--- src/pms_pkg.sv ---
`default_nettype none
package pms_pkg;

  // Sequencer step numbers inside one tick computation.
  localparam int unsigned CNT_W      = 5;
  localparam int unsigned CNT_AXIS0  = 1;
  localparam int unsigned CNT_AXISL  = 3;
  localparam int unsigned CNT_DIVL   = 15;
  localparam int unsigned CNT_BLENDX = 16;
  localparam int unsigned CNT_BLENDY = 17;
  localparam int unsigned CNT_LAST   = 18;

  // Input kinds carried on tuser.
  localparam logic ACT_TICK  = 1'b0;
  localparam logic ACT_SPAWN = 1'b1;

  // Register indexes.
  localparam logic [1:0] REG_START_X = 2'd0;
  localparam logic [1:0] REG_START_Y = 2'd1;
  localparam logic [1:0] REG_END_X   = 2'd2;
  localparam logic [1:0] REG_END_Y   = 2'd3;

  typedef enum logic [1:0] {
    ST_IDLE,
    ST_RUN,
    ST_FIN
  } state_e;

  // Commands from the controller to the datapath.
  typedef struct packed {
    logic             accept;
    logic             run;
    logic [CNT_W-1:0] cnt;
    logic             fin;
  } pms_cmd_t;

  // Status from the datapath to the controller.
  typedef struct packed {
    logic alive;
    logic out_busy;
  } pms_sts_t;

endpackage
`default_nettype wire

--- src/pms_ctrl.sv ---
`default_nettype none
module pms_ctrl
  import pms_pkg::*;
(
  input  wire logic     clk_i,
  input  wire logic     rst_ni,
  input  wire logic     in_valid_i,
  input  wire logic     in_action_i,
  input  wire logic     out_ready_i,
  output logic          in_ready_o,
  output pms_cmd_t      cmd_o,
  input  wire pms_sts_t sts_i
);

  state_e           state_q, state_d;
  logic [CNT_W-1:0] cnt_q, cnt_d;
  logic             acc;

  // An item is taken when idle and the output slot is free or draining.
  assign in_ready_o = (state_q == ST_IDLE) && (!sts_i.out_busy || out_ready_i);
  assign acc        = in_ready_o && in_valid_i;

  // Next state.
  always_comb begin
    state_d = state_q;
    cnt_d   = cnt_q;
    case (state_q)
      ST_IDLE: begin
        cnt_d = '0;
        if (acc) begin
          if (in_action_i == ACT_TICK && sts_i.alive) begin
            state_d = ST_RUN;
          end else begin
            state_d = ST_FIN;
          end
        end
      end
      ST_RUN: begin
        cnt_d = cnt_q + 1'b1;
        if (cnt_q == CNT_W'(CNT_LAST)) begin
          state_d = ST_FIN;
        end
      end
      ST_FIN: begin
        state_d = ST_IDLE;
      end
      default: begin
        state_d = ST_IDLE;
      end
    endcase
  end

  // Commands.
  always_comb begin
    cmd_o.accept = acc;
    cmd_o.run    = (state_q == ST_RUN);
    cmd_o.cnt    = cnt_q;
    cmd_o.fin    = (state_q == ST_FIN);
  end

  always_ff @(posedge clk_i or negedge rst_ni) begin
    if (!rst_ni) begin
      state_q <= ST_IDLE;
      cnt_q   <= '0;
    end else begin
      state_q <= state_d;
      cnt_q   <= cnt_d;
    end
  end

endmodule
`default_nettype wire

--- config.mk ---
export PLATFORM = sky130hd
export DESIGN_NAME = pms_ctrl
export DESIGN_NICKNAME = d
export VERILOG_FILES = /design/src/pms_pkg.sv /design/src/pms_ctrl.sv
export SDC_FILE = /design/constraint.sdc
export NUM_CORES = 1
export LEC_CHECK = 0
export ABC_AREA = 1
export BUFFER_PORTS_ARGS = -buffer_cell sky130_fd_sc_hd__clkbuf_2
export CORE_AREA = 4 4 41 43
export CTS_BUF_LIST = sky130_fd_sc_hd__clkbuf_4 sky130_fd_sc_hd__clkbuf_8 sky130_fd_sc_hd__clkbuf_16
export CTS_CLUSTER_DIAMETER = 50
export DETAILED_ROUTE_END_ITERATION = 6
export DIE_AREA = 0 0 45 47
export PLACE_DENSITY = 0.67
export SLEW_MARGIN = 20
export SYNTH_ARGS = -nofsm -noshare
export SYNTH_HDL_FRONTEND = slang
export SYNTH_SLANG_ARGS = --single-unit
--- constraint.sdc ---
create_clock -name clk_i -period 1.59 [get_ports clk_i]
set_clock_uncertainty 0.1 [all_clocks]
set_input_delay 0.318 -clock clk_i [delete_from_list [all_inputs] [get_ports clk_i]]
set_output_delay 0.318 -clock clk_i [all_outputs]
set_load 0.02 [all_outputs]
### Word-level counts from Yosys, hierarchy flattened

Cells that the tools add are included.

| operators by class | value |
|---|---|
| add/subtract/negate cells | 1 |
| equal/unequal tests | 5 |
| mux-type cells | 5 |
| bitwise gates (word level) | 1 |
| reductions and logical operators | 8 |

Operators by type and width:

| kind | count |
|---|---|
| $pmux W5 S2 | 1 |
| $mux W2 | 3 |
| $add A5 B1 Y5 const B | 1 |
| $eq A5 B5 Y1 const B | 1 |
| $pmux W2 S2 | 1 |
| $logic_and A1 B1 Y1 | 3 |
| $eq A2 B1 Y1 const B | 1 |
| $eq A2 B2 Y1 const B | 1 |
| $logic_not A2 Y1 | 1 |
| $ne A2 B1 Y1 const B | 1 |
| $ne A2 B2 Y1 const B | 1 |
| $reduce_and A2 Y1 | 1 |
| $reduce_bool A2 Y1 | 1 |
| $logic_not A1 Y1 | 1 |
| $logic_or A1 B1 Y1 | 1 |
| $not A1 Y1 | 1 |

| word-level totals | value |
|---|---|
| flip-flop bits (word level) | 7 |
| input bits | 7 |
| output and inout port bits | 9 |
| logic and storage cells | 22 |

### Depth between registers and ports, before layout

| logic depth | value |
|---|---|
| depth in word-level cells | 6 |
| gate-level depth with buffers | 7 |
| depth with buffers taken out | 7 |

### Worst setup path before layout

OpenSTA, ideal clock, no wires.

| timing path | value |
|---|---|
| kind | register -> output |
| start point | reg state_q[1] |
| end point | out in_ready_o |
| data arrival time | 933 ps |
| data required time | 1172 ps |
| setup slack | 239 ps |
| cell stages (with the launch flop) | 4 |
| path buffers | 0 |
| path through | dfrtp_1 -> inv_2 -> nand2_1 -> a21oi_1 |

| on the way | value |
|---|---|
| longest elaborated chain between the ends | 2 |

Ends and longest elaborated chain:

| what | RTL line | source |
|---|---|---|
| start: declaration | pms_ctrl.sv:15 | `state_e state_q, state_d;` |
| start signal: assignment | pms_ctrl.sv:66 | `state_q <= state_d;` |
| $logic_not A2 Y1 | pms_ctrl.sv:20 | `assign in_ready_o = (state_q == ST_IDLE) && (!sts_i.out_busy \|\| out_ready_i);` |
| $logic_and A1 B1 Y1 | pms_ctrl.sv:20 |  |
| end: declaration | pms_ctrl.sv:10 | `output logic in_ready_o,` |

Every way passes these cells.

==> results.py <==
metrics = {
    "power_and_ir_drop": {
        "switching_share_pct": 42.5,
        "power.switching_uw": 370,
        "powerDensity_nw_per_um2": 1490,
        "p_total_uw": 870,
        "worst_ir_drop_vdd_uv": 823,
        "p_clk_share_pct": 20.8,
        "p_leak_uw": 0.000322,
        "p_int_uw": 500,
        "seqPwrFrac_pct": 31.7,
        "power_frac_comb_pct": 47.5,
    },
    "cts": {
        "path_clk_slew_ps": 60,
        "cts_made_buffers": 3,
        "cts_tree": "done",
        "clock_latency_ps": 250,
        "cts.htree.levels": 1,
        "cts.sinks": 7,
        "ctsRootBufferMaster": "clkbuf_4",
        "clockBufferDepth": 2,
    },
    "floorplanning": {
        "coreArea_um2": 1300,
        "die_h_um": 47,
        "dieArea_um2": 2120,
        "ios": 16,
        "die_w_um": 45,
        "rows": 13,
        "initial_core_util_pct": 33.2,
    },
    "flow_run": {
        "cap_viol_max_count": 0,
    },
    "min_path": {
        "min_to": "state_q[0]$_DFFE_PN0P_",
        "min_from": "in_valid_i",
        "holdPathStages": 3,
        "hp-class": "in -> reg",
    },
    "synth": {
        "synth_top_area_share_pct": 40.6,
        "synth_area_leaders": "dfrtp_1 (41%), nand2_1 (13%), inv_1 (6.1%), ha_1 (5.8%), nand3_1 (4.6%)",
        "synth.avg_cell_area_um2": 7.57,
        "synth_nets": 66,
        "synth_cells": 57,
        "synth.cell_area_um2": 432,
        "synth_warnings": 0,
        "synth_seq_cells": 7,
        "synthDistinctLibCells": 18,
        "synth_top_area_cell": "dfrtp_1",
        "yosysSeqAreaShare_pct": 40.6,
    },
    "global_routing": {
        "antenna_found_initial": 0,
        "grt_use_total_pct": 11.5,
        "grt_pass1_wl_um": 1680,
        "overflow": 0,
        "grt_max_degree": 9,
        "first_global_vias": 399,
    },
    "placement": {
        "hpwlAfterDp_um": 765,
        "io_buffers": 15,
        "place.gp.congestion": 0.698,
    },
    "sta": {
        "hold_viol_final": 0,
        "finalMaxSlewViolations": 0,
        "rsz0062_at_grt": "no",
        "max_freq_mhz": 654,
        "worst_pin_slew_ps": 250,
        "period_needed_ps": 1530,
        "tns_ps": 0,
        "max-slew-margin-rel_pct": 83.4,
        "setup_viol_count_final": 0,
        "period_share_pct": 96.2,
    },
    "drt": {
        "drc": 0,
        "drt_pass1_iterations": 2,
        "drt_first_iter_violations": 1,
        "vias": 422,
        "wirelength_um": 986,
        "wl_per_cell_um": 10.6,
        "ant_nets": 0,
        "viasPerCell": 4.54,
    },
    "final_layout": {
        "drive_gt1_share_pct": 38.5,
        "fin_nets": 88,
        "antenna_cells": 0,
        "synthToLayoutAreaGrowth_pct": 35.4,
    },
    "worst_setup_path": {
        "worstPathMaxFanout": 4,
        "r2r_start": "cnt_q[1]$_DFFE_PN0P_",
        "worstReg2RegEnd": "cnt_q[4]$_DFFE_PN0P_",
        "required_ps": 1170,
        "endpoint_kind": "output pin",
        "arrival_ps": 1110,
        "critical_path_class": "reg -> out",
        "reg2reg_depth": 5,
        "reg2reg_slack_ps": 410,
        "startpoint_type": "flip-flop",
    },
    "status": {
        "outcome": "completed",
    },
}
layout make-up:
cell class | instances | area, µm²
clock buffer | 4 | 30.0
fill | 145 | 717
inverter | 9 | 33.8
multi-input combinational | 39 | 213
sequential | 7 | 176
tap | 15 | 18.8
timing repair buffer | 19 | 113
critical path, cell delays in order (launching register included):
cell     delay, ps
dfrtp_2        430
nor2_2         140
and3_1         160
buf_4          130
synthesized netlist by cell type:
cell type and number:
xnor2_1 1, and3_1 1, nand3_2 1, inv_2 2, o21ai_0 1, dfrtp_1 7
ha_1 2, buf_2 1, inv_1 7, a21oi_1 2, a21oi_2 1, nand2_1 15
nor2_1 4, nand3_1 4, nor2_4 1, nand4_1 3, buf_4 1, o21ai_1 3
sequential cells by signal, summed over array words and instances, names as in the netlist:
| signal | flops |
|---|---|
| state_q | 2 |
| cnt_q | 5 |
metal layers:
metal	vias to the layer above	global-route usage [%]	share of wire [%]
li1	224	-	-
met1	179	13.0	42
met2	15	19.2	50
met3	4	2.30	5.6
met4	0	8.77	2.7
met5	-	0	0
worst max-delay path by stage:
stage	from	end	slack [ps]	depth (start not counted)
3_3_place_gp	state_q[1]$_DFFE_PN0P_	cmd_o[7]	220	3
2_1_floorplan	state_q[1]$_DFFE_PN0P_	in_ready_o	240	3
4_1_cts	state_q[0]$_DFFE_PN0P_	in_ready_o	20	4
5_1_grt	state_q[1]$_DFFE_PN0P_	cmd_o[7]	6	3
3_5_place_dp	state_q[1]$_DFFE_PN0P_	cmd_o[7]	180	3
6_report	state_q[1]$_DFFE_PN0P_	cmd_o[7]	60	3
cells in the final DEF, fill, tap and decap left out:
cell type and instances:
a21oi_2 1, xnor2_1 1, nand4_1 3, a21oi_1 2, and3_1 1, nand2_1 15, clkbuf_4 4, nor2_2 1
inv_2 3, clkbuf_2 13, dlygate4sd3_1 1, dfrtp_2 1, dfrtp_1 6, nor2_4 1, nand3_2 1, o21ai_1 3
buf_4 5, inv_1 6, ha_1 2, o21ai_0 1, nand3_1 4, nor2_1 3
stage by stage:
stage | std cells | hold slack (ps) | utilization (%) | area (µm²) | setup WS, ps
detailed placement | 86 | 65.9 | 40.0 | 520 | 184
CTS | 93 | 247 | 44.5 | 579 | 19.1
global route | 93 | 247 | 44.9 | 584 | 6.49
global placement | 86 | 63.3 | 40.0 | 520 | 215
floorplan | 57 | -77.6 | - | 432 | 239
finish | 93 | 242 | 44.9 | 584 | 61.2
cells by family (layout without fill, tap and decap cells):
family | after synthesis | in the layout | synth area share, %
and+or+nand+nor | 29 | 29 | 31.9
buffers and inverters | 11 | 32 | 10.7
AOI/OAI and AO/OA | 7 | 7 | 8.98
DFF | 7 | 7 | 40.6
adders and majority gates | 2 | 2 | 5.80
xor gates and xnor gates | 1 | 1 | 2.03
timing repair:
item | in CTS | in global routing
gates resized for setup | 2 | 5
hold buffers | 1 | 0
gates cloned | 0 | 0
setup buffers | 2 | 0
endpoints found under the setup margin | 2 | 2
hold endpoints to repair | 7 | 0
pin swaps | 0 | 1
power groups by stage:
stage	Sequential [µW]	Clock, µW	Combinational [µW]
3_5_place_dp	283	0	353
4_1_cts	274	184	405
2_1_floorplan	292	0	228
3_3_place_gp	281	0	353
5_1_grt	284	199	451
6_report	276	181	413
Power figures use the tool's default switching activity.
